## src/rtl/core/tsrr_pkg.sv

```systemverilog
// Types and constants shared by the torque and speed reference ramp modules.
`default_nettype none

package tsrr_pkg;

  // Field widths.
  localparam int SAMPLE_W   = 12;
  localparam int CFG15_W    = 15;
  localparam int SPD_DLT_W  = 16;
  localparam int TORQUE_W   = 16;
  localparam int SPEED_W    = 24;
  localparam int RPM_W      = 16;
  localparam int SRC_W      = 2;

  // Register port geometry.
  localparam int ADDR_W     = 5;
  localparam int DATA_W     = 32;
  localparam int NUM_REGS   = 5;

  // Register indexes.
  localparam logic [2:0] REG_MAX_TORQUE   = 3'd0;
  localparam logic [2:0] REG_TORQUE_DELTA = 3'd1;
  localparam logic [2:0] REG_MAX_SPEED    = 3'd2;
  localparam logic [2:0] REG_SPEED_DELTA  = 3'd3;
  localparam logic [2:0] REG_SPEED_STEP   = 3'd4;

  // Torque source codes.
  localparam logic [SRC_W-1:0] SRC_SLIDER = 2'd0;
  localparam logic [SRC_W-1:0] SRC_PEDAL  = 2'd1;
  localparam logic [SRC_W-1:0] SRC_HOST   = 2'd2;

  // Per-tick fields that travel down the pipeline beside the ADC scaling.
  typedef struct packed {
    logic                     running;
    logic                     source_press;
    logic                     mode_press;
    logic                     speed_up;
    logic                     speed_down;
    logic signed [TORQUE_W-1:0] host_torque;
    logic signed [RPM_W-1:0]    rotor_rpm;
    logic                     clear_change;
  } item_t;

  // Stage load enables handed to the ADC scaling lanes.
  typedef struct packed {
    logic ld_prod;
    logic ld_est;
    logic ld_fix;
  } scale_ctl_t;

endpackage

`default_nettype wire

```

## src/rtl/core/tsrr_scale.sv

```systemverilog
// Three-stage ADC scaling lane: sample * max_torque / ADC_FULL_SCALE, truncated and saturated to 16 bits.
`default_nettype none

module tsrr_scale #(
  parameter int ADC_FULL_SCALE = 4095
) (
  input  logic                              clk,
  input  tsrr_pkg::scale_ctl_t              ctl,
  input  logic [tsrr_pkg::SAMPLE_W-1:0]     sample,
  input  logic [tsrr_pkg::CFG15_W-1:0]      max_torque,
  output logic [tsrr_pkg::TORQUE_W-1:0]     target
);

  // Product width and the reciprocal of the full-scale value.
  localparam int PW = tsrr_pkg::SAMPLE_W + tsrr_pkg::CFG15_W;
  localparam longint unsigned RECIP = (64'd1 << PW) / ADC_FULL_SCALE;
  localparam int RW = $clog2(RECIP + 1);
  localparam longint unsigned Q_MAX = ((64'd1 << PW) - 1) / ADC_FULL_SCALE;
  localparam int QW = $clog2(Q_MAX + 1);
  localparam logic [RW-1:0] RECIP_C = RW'(RECIP);
  localparam logic [PW-1:0] FS = PW'(ADC_FULL_SCALE);

  logic [PW-1:0]    prod_r;
  logic [PW-1:0]    prod_nxt;
  logic [PW-1:0]    prod2_r;
  logic [PW+RW-1:0] est_wide;
  logic [QW-1:0]    est_r;
  logic [QW-1:0]    est_nxt;
  logic [PW-1:0]    back;
  logic [PW-1:0]    rem;
  logic [QW:0]      quot;
  logic [31:0]      quot_wide;
  logic [tsrr_pkg::TORQUE_W-1:0] target_r;
  logic [tsrr_pkg::TORQUE_W-1:0] target_nxt;

  // Stage one: the raw product.
  assign prod_nxt = {{(PW-tsrr_pkg::SAMPLE_W){1'b0}}, sample}
                  * {{(PW-tsrr_pkg::CFG15_W){1'b0}}, max_torque};

  // Stage two: quotient estimate, low by at most one.
  assign est_wide = {{RW{1'b0}}, prod_r} * {{PW{1'b0}}, RECIP_C};
  assign est_nxt  = est_wide[PW+QW-1:PW];

  // Stage three: correct the estimate by one compare, then saturate to 16 bits.
  // Any target above 16 bits steers the ramp the same way as 65535.
  always_comb begin
    back      = {{(PW-QW){1'b0}}, est_r} * FS;
    rem       = prod2_r - back;
    quot      = {1'b0, est_r} + {{QW{1'b0}}, (rem >= FS)};
    quot_wide = {{(32-QW-1){1'b0}}, quot};
    if (quot_wide > 32'h0000_FFFF) begin
      target_nxt = 16'hFFFF;
    end else begin
      target_nxt = quot_wide[tsrr_pkg::TORQUE_W-1:0];
    end
  end

  // Datapath registers advance with the top-level pipeline.
  always_ff @(posedge clk) begin
    if (ctl.ld_prod) begin
      prod_r <= prod_nxt;
    end
    if (ctl.ld_est) begin
      est_r   <= est_nxt;
      prod2_r <= prod_r;
    end
    if (ctl.ld_fix) begin
      target_r <= target_nxt;
    end
  end

  assign target = target_r;

endmodule

`default_nettype wire

```

## src/rtl/core/torque_speed_reference_ramp.sv

```systemverilog
// Top level of the torque and speed reference ramp with its register port.
// One control tick per input transfer; one result per tick. The block takes a
// new tick every clock cycle while the output side does not stall, and returns
// its result through the ADC scaling lanes (product, reciprocal estimate,
// correction), which feed the final stage where the ramp state is read and
// written back as the result is registered.
// Registers sit at byte addresses 4*i: max_torque, torque_delta, max_speed,
// speed_delta, speed_button_step; writes to other addresses are ignored and
// reads of them return zero. Write registers only while no tick is in flight.
`default_nettype none

module torque_speed_reference_ramp #(
  parameter int ADC_FULL_SCALE = 4095
) (
  input  logic                                  clk,
  input  logic                                  rst_n,
  // Register port
  input  logic                                  psel,
  input  logic                                  penable,
  input  logic                                  pwrite,
  input  logic [tsrr_pkg::ADDR_W-1:0]           paddr,
  input  logic [tsrr_pkg::DATA_W-1:0]           pwdata,
  output logic [tsrr_pkg::DATA_W-1:0]           prdata,
  output logic                                  pready,
  // Input channel
  input  logic                                  in_valid,
  output logic                                  in_stall,
  input  logic                                  in_running,
  input  logic                                  in_source_press,
  input  logic                                  in_mode_press,
  input  logic                                  in_speed_up,
  input  logic                                  in_speed_down,
  input  logic [tsrr_pkg::SAMPLE_W-1:0]         in_slider_sample,
  input  logic [tsrr_pkg::SAMPLE_W-1:0]         in_pedal_sample,
  input  logic signed [tsrr_pkg::TORQUE_W-1:0]  in_host_torque,
  input  logic signed [tsrr_pkg::RPM_W-1:0]     in_rotor_rpm,
  input  logic                                  in_clear_change,
  // Result channel
  output logic                                  out_valid,
  input  logic                                  out_stall,
  output logic signed [tsrr_pkg::TORQUE_W-1:0]  out_torque_ref,
  output logic signed [tsrr_pkg::SPEED_W-1:0]   out_speed_ref,
  output logic [tsrr_pkg::SRC_W-1:0]            out_active_source,
  output logic                                  out_cruise_on,
  output logic                                  out_change_pending
);

  localparam int TW = tsrr_pkg::TORQUE_W + 2;  // torque ramp arithmetic
  localparam int SW = tsrr_pkg::SPEED_W + 2;   // speed ramp arithmetic

  // Configuration registers.
  logic [tsrr_pkg::CFG15_W-1:0]   max_torque_r;
  logic [tsrr_pkg::CFG15_W-1:0]   torque_delta_r;
  logic [tsrr_pkg::CFG15_W-1:0]   max_speed_r;
  logic [tsrr_pkg::SPD_DLT_W-1:0] speed_delta_r;
  logic [tsrr_pkg::CFG15_W-1:0]   speed_step_r;
  logic [2:0]                     reg_idx;
  logic                           cfg_wr;

  // Pipeline control.
  logic v1_r, v2_r, v3_r, v4_r, out_valid_r;
  logic rdy1, rdy2, rdy3, rdy4, rdy_o;
  logic ld1, ld2, ld3, ld4, ldo;
  tsrr_pkg::scale_ctl_t scale_ctl;

  // Pipeline payload.
  tsrr_pkg::item_t               item1_r, item2_r, item3_r, item4_r;
  logic [tsrr_pkg::SAMPLE_W-1:0] slider1_r, pedal1_r;
  logic [tsrr_pkg::TORQUE_W-1:0] slider_tgt, pedal_tgt;

  // Ramp state.
  logic [tsrr_pkg::SRC_W-1:0]          src_sel_r, src_sel_nxt;
  logic                                cruise_r, cruise_nxt;
  logic signed [tsrr_pkg::TORQUE_W-1:0] torque_now_r, torque_now_nxt;
  logic signed [tsrr_pkg::SPEED_W-1:0]  speed_now_r, speed_now_nxt;
  logic signed [tsrr_pkg::RPM_W-1:0]    speed_tgt_r, speed_tgt_nxt;
  logic                                flag_r, flag_nxt;

  // Result registers.
  logic signed [tsrr_pkg::TORQUE_W-1:0] torque_out_r;
  logic signed [tsrr_pkg::SPEED_W-1:0]  speed_out_r;
  logic [tsrr_pkg::SRC_W-1:0]           src_out_r;
  logic                                 cruise_out_r;
  logic                                 flag_out_r;

  // Final-stage temporaries.
  logic [tsrr_pkg::SRC_W-1:0]           sel_norm;
  logic                                 press;
  logic                                 run;
  logic                                 cruise_base;
  logic                                 flag_base;
  logic signed [tsrr_pkg::TORQUE_W-1:0] torque_base;
  logic signed [tsrr_pkg::SPEED_W-1:0]  speed_base;
  logic signed [TW-1:0]                 t_target, t_base, t_delta, t_up, t_dn, t_step, t_cap;
  logic signed [TW-1:0]                 t_res;
  logic signed [tsrr_pkg::RPM_W-1:0]    st_up, st_both, rpm_abs;
  logic signed [SW-1:0]                 s_target, s_base, s_delta, s_up, s_dn, s_step, s_cap;
  logic signed [SW-1:0]                 s_res;

  // Saturate an 18-bit signed value to signed 16 bits.
  function automatic logic signed [tsrr_pkg::TORQUE_W-1:0] sat16(input logic signed [TW-1:0] v);
    logic signed [tsrr_pkg::TORQUE_W-1:0] r;
    if (v > 18'sd32767) begin
      r = 16'sh7FFF;
    end else if (v < -18'sd32768) begin
      r = 16'sh8000;
    end else begin
      r = v[tsrr_pkg::TORQUE_W-1:0];
    end
    return r;
  endfunction

  // Register port: write on the access phase, read back any time.
  assign pready  = 1'b1;
  assign cfg_wr  = psel && penable && pwrite;
  assign reg_idx = paddr[tsrr_pkg::ADDR_W-1:2];

  always_ff @(posedge clk) begin
    if (!rst_n) begin
      max_torque_r   <= 15'd5120;
      torque_delta_r <= 15'd3;
      max_speed_r    <= 15'd3000;
      speed_delta_r  <= 16'd13;
      speed_step_r   <= 15'd100;
    end else if (cfg_wr) begin
      unique case (reg_idx)
        tsrr_pkg::REG_MAX_TORQUE:   max_torque_r   <= pwdata[tsrr_pkg::CFG15_W-1:0];
        tsrr_pkg::REG_TORQUE_DELTA: torque_delta_r <= pwdata[tsrr_pkg::CFG15_W-1:0];
        tsrr_pkg::REG_MAX_SPEED:    max_speed_r    <= pwdata[tsrr_pkg::CFG15_W-1:0];
        tsrr_pkg::REG_SPEED_DELTA:  speed_delta_r  <= pwdata[tsrr_pkg::SPD_DLT_W-1:0];
        tsrr_pkg::REG_SPEED_STEP:   speed_step_r   <= pwdata[tsrr_pkg::CFG15_W-1:0];
        default: ;
      endcase
    end
  end

  always_comb begin
    unique case (reg_idx)
      tsrr_pkg::REG_MAX_TORQUE:   prdata = {17'd0, max_torque_r};
      tsrr_pkg::REG_TORQUE_DELTA: prdata = {17'd0, torque_delta_r};
      tsrr_pkg::REG_MAX_SPEED:    prdata = {17'd0, max_speed_r};
      tsrr_pkg::REG_SPEED_DELTA:  prdata = {16'd0, speed_delta_r};
      tsrr_pkg::REG_SPEED_STEP:   prdata = {17'd0, speed_step_r};
      default:                    prdata = '0;
    endcase
  end

  // Each stage moves on when it is empty or the stage after it moves on.
  assign rdy_o    = !out_valid_r || !out_stall;
  assign rdy4     = !v4_r || rdy_o;
  assign rdy3     = !v3_r || rdy4;
  assign rdy2     = !v2_r || rdy3;
  assign rdy1     = !v1_r || rdy2;
  assign in_stall = !rdy1;

  assign ld1 = in_valid && rdy1;
  assign ld2 = v1_r && rdy2;
  assign ld3 = v2_r && rdy3;
  assign ld4 = v3_r && rdy4;
  assign ldo = v4_r && rdy_o;

  assign scale_ctl.ld_prod = ld2;
  assign scale_ctl.ld_est  = ld3;
  assign scale_ctl.ld_fix  = ld4;

  always_ff @(posedge clk) begin
    if (!rst_n) begin
      v1_r        <= 1'b0;
      v2_r        <= 1'b0;
      v3_r        <= 1'b0;
      v4_r        <= 1'b0;
      out_valid_r <= 1'b0;
    end else begin
      if (ld1) begin
        v1_r <= 1'b1;
      end else if (ld2) begin
        v1_r <= 1'b0;
      end
      if (ld2) begin
        v2_r <= 1'b1;
      end else if (ld3) begin
        v2_r <= 1'b0;
      end
      if (ld3) begin
        v3_r <= 1'b1;
      end else if (ld4) begin
        v3_r <= 1'b0;
      end
      if (ld4) begin
        v4_r <= 1'b1;
      end else if (ldo) begin
        v4_r <= 1'b0;
      end
      if (ldo) begin
        out_valid_r <= 1'b1;
      end else if (!out_stall) begin
        out_valid_r <= 1'b0;
      end
    end
  end

  // Tick fields ride alongside the scaling lanes.
  always_ff @(posedge clk) begin
    if (ld1) begin
      item1_r.running      <= in_running;
      item1_r.source_press <= in_source_press;
      item1_r.mode_press   <= in_mode_press;
      item1_r.speed_up     <= in_speed_up;
      item1_r.speed_down   <= in_speed_down;
      item1_r.host_torque  <= in_host_torque;
      item1_r.rotor_rpm    <= in_rotor_rpm;
      item1_r.clear_change <= in_clear_change;
      slider1_r            <= in_slider_sample;
      pedal1_r             <= in_pedal_sample;
    end
    if (ld2) begin
      item2_r <= item1_r;
    end
    if (ld3) begin
      item3_r <= item2_r;
    end
    if (ld4) begin
      item4_r <= item3_r;
    end
  end

  // Both ADC samples are scaled, since the source is known only at the last stage.
  tsrr_scale #(
    .ADC_FULL_SCALE (ADC_FULL_SCALE)
  ) u_scale_slider (
    .clk        (clk),
    .ctl        (scale_ctl),
    .sample     (slider1_r),
    .max_torque (max_torque_r),
    .target     (slider_tgt)
  );

  tsrr_scale #(
    .ADC_FULL_SCALE (ADC_FULL_SCALE)
  ) u_scale_pedal (
    .clk        (clk),
    .ctl        (scale_ctl),
    .sample     (pedal1_r),
    .max_torque (max_torque_r),
    .target     (pedal_tgt)
  );

  // Source press: rotate the source, zero the references, force torque control, and flag a change while running.
  always_comb begin
    press = item4_r.source_press;
    run   = item4_r.running;
    sel_norm = (src_sel_r > tsrr_pkg::SRC_HOST) ? tsrr_pkg::SRC_SLIDER : src_sel_r;
    if (press) begin
      src_sel_nxt = (sel_norm == tsrr_pkg::SRC_HOST) ? tsrr_pkg::SRC_SLIDER
                                                     : sel_norm + 2'd1;
    end else begin
      src_sel_nxt = sel_norm;
    end
    torque_base = press ? '0 : torque_now_r;
    speed_base  = press ? '0 : speed_now_r;
    cruise_base = press ? 1'b0 : cruise_r;
    flag_base   = flag_r || (press && run);
    flag_nxt    = item4_r.clear_change ? 1'b0 : flag_base;
  end

  // Torque ramp: one delta toward the target, held inside the dead band, capped.
  always_comb begin
    priority if (src_sel_nxt == tsrr_pkg::SRC_HOST) begin
      t_target = {{2{item4_r.host_torque[tsrr_pkg::TORQUE_W-1]}}, item4_r.host_torque};
    end else if (src_sel_nxt == tsrr_pkg::SRC_PEDAL) begin
      t_target = {2'b00, pedal_tgt};
    end else begin
      t_target = {2'b00, slider_tgt};
    end
    t_base  = {{2{torque_base[tsrr_pkg::TORQUE_W-1]}}, torque_base};
    t_delta = {3'b000, torque_delta_r};
    t_cap   = {3'b000, max_torque_r};
    t_up    = t_base + t_delta;
    t_dn    = t_base - t_delta;
    priority if (t_target > t_up) begin
      t_step = t_up;
    end else if (t_target < t_dn) begin
      t_step = t_dn;
    end else begin
      t_step = t_base;
    end
    t_res = (t_step > t_cap) ? t_cap : t_step;
    torque_now_nxt = run ? sat16(t_res) : '0;
  end

  // Speed buttons, then the speed ramp toward the held target, capped.
  always_comb begin
    st_up   = item4_r.speed_up
            ? sat16({{2{speed_tgt_r[tsrr_pkg::RPM_W-1]}}, speed_tgt_r} + {3'b000, speed_step_r})
            : speed_tgt_r;
    st_both = item4_r.speed_down
            ? sat16({{2{st_up[tsrr_pkg::RPM_W-1]}}, st_up} - {3'b000, speed_step_r})
            : st_up;
    s_target = {{2{st_both[tsrr_pkg::RPM_W-1]}}, st_both, 8'd0};
    s_base   = {{2{speed_base[tsrr_pkg::SPEED_W-1]}}, speed_base};
    s_delta  = {10'd0, speed_delta_r};
    s_cap    = {3'b000, max_speed_r, 8'd0};
    s_up     = s_base + s_delta;
    s_dn     = s_base - s_delta;
    priority if (s_target > s_up) begin
      s_step = s_up;
    end else if (s_target < s_dn) begin
      s_step = s_dn;
    end else begin
      s_step = s_target;
    end
    s_res = (s_step > s_cap) ? s_cap : s_step;
    speed_now_nxt = run ? s_res[tsrr_pkg::SPEED_W-1:0] : '0;
  end

  // Mode press: entering cruise holds |rpm|, leaving cruise clears the target.
  always_comb begin
    if (item4_r.rotor_rpm == 16'sh8000) begin
      rpm_abs = 16'sh7FFF;
    end else if (item4_r.rotor_rpm < 16'sd0) begin
      rpm_abs = -item4_r.rotor_rpm;
    end else begin
      rpm_abs = item4_r.rotor_rpm;
    end
    priority if (run && item4_r.mode_press && !cruise_base) begin
      cruise_nxt    = 1'b1;
      speed_tgt_nxt = rpm_abs;
    end else if (run && item4_r.mode_press) begin
      cruise_nxt    = 1'b0;
      speed_tgt_nxt = '0;
    end else if (run) begin
      cruise_nxt    = cruise_base;
      speed_tgt_nxt = st_both;
    end else begin
      cruise_nxt    = cruise_base;
      speed_tgt_nxt = speed_tgt_r;
    end
  end

  // State and result registers load together when the last stage transfers out.
  always_ff @(posedge clk) begin
    if (!rst_n) begin
      src_sel_r    <= tsrr_pkg::SRC_SLIDER;
      cruise_r     <= 1'b0;
      torque_now_r <= '0;
      speed_now_r  <= '0;
      speed_tgt_r  <= '0;
      flag_r       <= 1'b0;
    end else if (ldo) begin
      src_sel_r    <= src_sel_nxt;
      cruise_r     <= cruise_nxt;
      torque_now_r <= torque_now_nxt;
      speed_now_r  <= speed_now_nxt;
      speed_tgt_r  <= speed_tgt_nxt;
      flag_r       <= flag_nxt;
    end
  end

  always_ff @(posedge clk) begin
    if (ldo) begin
      torque_out_r <= torque_now_nxt;
      speed_out_r  <= speed_now_nxt;
      src_out_r    <= src_sel_nxt;
      cruise_out_r <= cruise_nxt;
      flag_out_r   <= flag_base;
    end
  end

  assign out_valid          = out_valid_r;
  assign out_torque_ref     = torque_out_r;
  assign out_speed_ref      = speed_out_r;
  assign out_active_source  = src_out_r;
  assign out_cruise_on      = cruise_out_r;
  assign out_change_pending = flag_out_r;

endmodule

`default_nettype wire

```

## config.mk

```make
export PLATFORM = sky130hd
export DESIGN_NAME = torque_speed_reference_ramp
export DESIGN_NICKNAME = d
export VERILOG_FILES = /design/src/rtl/core/tsrr_pkg.sv /design/src/rtl/core/tsrr_scale.sv /design/src/rtl/core/torque_speed_reference_ramp.sv
export SDC_FILE = /design/constraint.sdc
export NUM_CORES = 2
export LEC_CHECK = 0
export ABC_AREA = 1
export BUFFER_PORTS_ARGS = -buffer_cell sky130_fd_sc_hd__buf_2
export CAP_MARGIN = 20
export CORE_UTILIZATION = 59
export CTS_BUF_LIST = sky130_fd_sc_hd__clkbuf_4
export DETAILED_ROUTE_END_ITERATION = 6
export PLACE_DENSITY = 0.82
export SLEW_MARGIN = 20
export SYNTH_ARGS = -nofsm -noshare
export SYNTH_HDL_FRONTEND = slang
export SYNTH_SLANG_ARGS = --single-unit
```

## constraint.sdc

```tcl
create_clock -name clk -period 7.9 [get_ports clk]
set_input_delay 1.58 -clock clk [delete_from_list [all_inputs] [get_ports clk]]
set_output_delay 1.58 -clock clk [all_outputs]
set_load 0.05 [all_outputs]
```

==> results.md <==
- Status: finished, final reports clean
- Syn. warnings: 0
- Post-synthesis sequential area ratio: 28.93%
- Total number of vias: 40,420
- Setup ws final: 0.1107 ns
- First-pass GRT wire length: 217.3 mm
- Sequential Power Share: 21.8%
- Final Hold Viols: 0
- 1st-pass router iterations: 6
- Commonest non-fill, non-tap cell in the layout: inv_1
- Hold Crit Class: flop to flop
- Maxcap violations: 0
- Placed Instances: 6,985
- WP data required: 8.71 ns
- Layout area overhead: 14.34%
- GRT Total Usage: 32.78%
- CTS tree: done
- Actual slew at the worst max-slew pin: 1.105 ns
- Leakage: 0.02896 uW
- Cell area power density: 261.2 mW/mm^2
- CP dominant cell by count: nand2_1
- Max IR drop VDD: 476.5 uV
- Placeable Area: 0.08409 mm^2
- Nets: 7,240
- Post-synthesis cell type count: 62
- Fraction of layout cells with a size suffix above 1: 16.62%
- Root buf cell: clkbuf_4
- Critical path class: flop to flop
- Data arrival time of the worst path: 8.60 ns
- Dominant synthesized flop cell: edfxtp_1
- Clk Latency, worst-skew pair: 1.12 ns
- Setup violations, final: 0
- Die height: 294.4 um
- Async SR Flop Fraction: 0%
- Tcrit/Tclk final: 98.60%
- Max transition margin: 25.68%
- CP peak stage delay: 0.39 ns
- Pint: 8260 uW
- Die Wd: 294.4 um
- Largest net degree at the start of global routing: 81
- Seq cells post-synth: 533
- Combinational fraction of design power: 61.3%
- Die ar.: 0.08667 mm^2
- Slowest CP cell: dfxtp_2
- RSZ-0062 raised after global routing: true
- Synthesized instance count: 5,552
- GR Overflow Total: 0
- Clk sinks: 533
- NetSw: 6805 uW
- Initial core utilization: 59.99%
- Clk buf depth: 3
- Syn avg cell area: 9.085 um^2
- IO Pins: 185
- Total power: 15,070 uW
- # fillers: 6,446
- Max Slew Vio Count: 0
- CP Capture Type: flop
- Layout Cells excl Fill: 7,299
- Wire per inst: 19.30 um
- Routability cong.: 1.029
- Vias in the first global route: 40,620
- Initial drt markers: 3,454
- Place WS: -0.3241 ns
- Final HPWL DP: 111.7 mm
- Setup_tns: 0 ns
- Clk_skew: 0.09216 ns
- Critical Path Fanout Max: 8
- EDFF count, synth: 392
- Post-route DRC: 0
- Mapped Area: 0.05044 mm^2
- Achievable frequency: 128.4 MHz
- CTS clk-pin slew, worst paths: 0.07 ns
- Sw Ratio: 45.17%
- Clock share of power: 16.9%
- Vias/cell: 5.538
- TritonCTS buffer count: 146
- Min Tclk post-route: 7.789 ns
- Placement row count: 106
- Port buffer count: 149
- Hold Buf Count CTS: 0
- Critical Path Source Type: flop
- H-tree levels: 4
- Drt total wl: 140.9 mm
- Antenna violations before repair: 4
- ANT nets after route: 0
- Commonest cells after routing, fill and taps aside: inv_1 (1,116), nand2_1 (929), ha_1 (548), fa_1 (505), edfxtp_1 (392)
==> worst paths after layout <==
| path | to | slack (ns) | startpoint | depth (start not counted) |
|---|---|---|---|---|
| worst max-delay path | out_speed_ref[16]$_DFFE_PP_ | 0.11 | speed_step_r[6]$_SDFFE_PN1P_ | 59 |
| worst min-delay path | item2_r[34]$_DFFE_PP_ | 0.34 | item1_r[34]$_DFFE_PP_ | 0 |
| worst max register to register | out_speed_ref[16]$_DFFE_PP_ | 0.11 | speed_step_r[6]$_SDFFE_PN1P_ | 59 |
| worst min register to register | item2_r[34]$_DFFE_PP_ | 0.34 | item1_r[34]$_DFFE_PP_ | 0 |
==> state kept, by name (all words and copies together), names as in the netlist, 16 cells and up <==
name / flops
speed_tgt_r: 16
item3_r: 38
out_speed_ref: 24
item2_r: 38
u_scale_slider.prod_r: 27
u_scale_slider.target: 16
out_torque_ref: 16
u_scale_pedal.prod2_r: 27
item1_r: 38
item4_r: 36
speed_now_r: 24
u_scale_pedal.est_r: 16
torque_now_r: 16
speed_delta_r: 16
u_scale_slider.prod2_r: 27
u_scale_slider.est_r: 16
u_scale_pedal.target: 16
u_scale_pedal.prod_r: 27
==> per-layer routing <==
metal / global-route usage (%) / part of all wire (%) / vias to the layer above
li1: - / - / 18820
met1: 44.23 / 41 / 19490
met2: 52.17 / 46 / 1784
met3: 6.244 / 8.7 / 331
met4: 13.03 / 3.7 / 2
met5: 0 / 0.0092 / -
==> timing repair <==
item	4_1_cts	5_1_grt
buffers inserted	1	39
cloned	1	3
gates resized for setup	40	231
setup endpoints to repair	76	108
pin swaps	7	76
==> cell usage after synthesis (all sizes together) (21+ instances only) <==
master	n	area share, %
nor3	32	0.32
a31oi	34	0.42
nand2	976	7.4
xor2	159	2.8
buf	42	0.59
inv	1137	8.5
o21bai	22	0.33
o211ai	38	0.57
nand3	198	2.3
xnor2	65	1.1
a21oi	368	3.8
o22ai	21	0.26
ha	580	14
o21ai	295	2.9
clkbuf	144	1.1
nand4	40	0.50
edfxtp	392	23
dfxtp	141	5.6
nor2	228	1.7
fa	511	20
==> cell families (layout without fill, tap and decap cells) <==
family                     count (synthesis)  count (layout)  share of synthesized area [%]
xor gates and xnor gates                 224             224                          3.889
other                                      2              27                        0.01489
buffers and inverters                   1327            1914                          10.15
AOI/OAI and AO/OA                        857             857                          9.575
adders and majority gates               1091            1091                          34.67
DFF                                      533             533                          28.93
and+or+nand+nor                         1518            1519                          12.77
==> power groups by stage <==
stage | sequential [uW] | combinational [uW] | clock, uW
4_1_cts | 3290 | 8940 | 2600
5_1_grt | 3290 | 10500 | 2740
3_5_place_dp | 3340 | 8830 | 0
3_3_place_gp | 3340 | 8500 | 0
6_report | 3290 | 9230 | 2550
2_1_floorplan | 3300 | 6730 | 0
==> cell type report <==
| type | instances | area (um^2) | share of cell area (%) |
|---|---|---|---|
| Timing Repair inverter | 1 | 7.507 | 0.01302 |
| Timing Repair Buffer | 512 | 3626 | 6.287 |
| Clock buffer | 206 | 1546 | 2.681 |
| Multi-Input combinational cell | 3708 | 31840 | 55.20 |
| Clock inverter | 54 | 314.1 | 0.5445 |
| Sequential cell | 533 | 14610 | 25.33 |
| Inverter | 1141 | 4292 | 7.441 |
| Antenna cell | 10 | 25.02 | 0.04339 |
| Tap cell | 1134 | 1419 | 2.460 |
==> stage by stage <==
step,area [um^2],util [%],hold WS [ns]
floorplan,50500,-,0.4003
global placement,54330,64.62,0.4003
detailed placement,54330,64.62,0.4045
CTS,56330,66.99,0.3605
global route,57670,68.59,0.3883
finish,57670,68.59,0.3397
==> worst max-delay path: cells and delay by family, from the launching register on <==
family          cells  cell delay [ns]
fa+ha+maj           4             1.15
simple gates       39             3.74
flops               1             0.39
compound gates      9             1.37
buf+inv             7             0.82
Power figures use the tool's default switching activity.
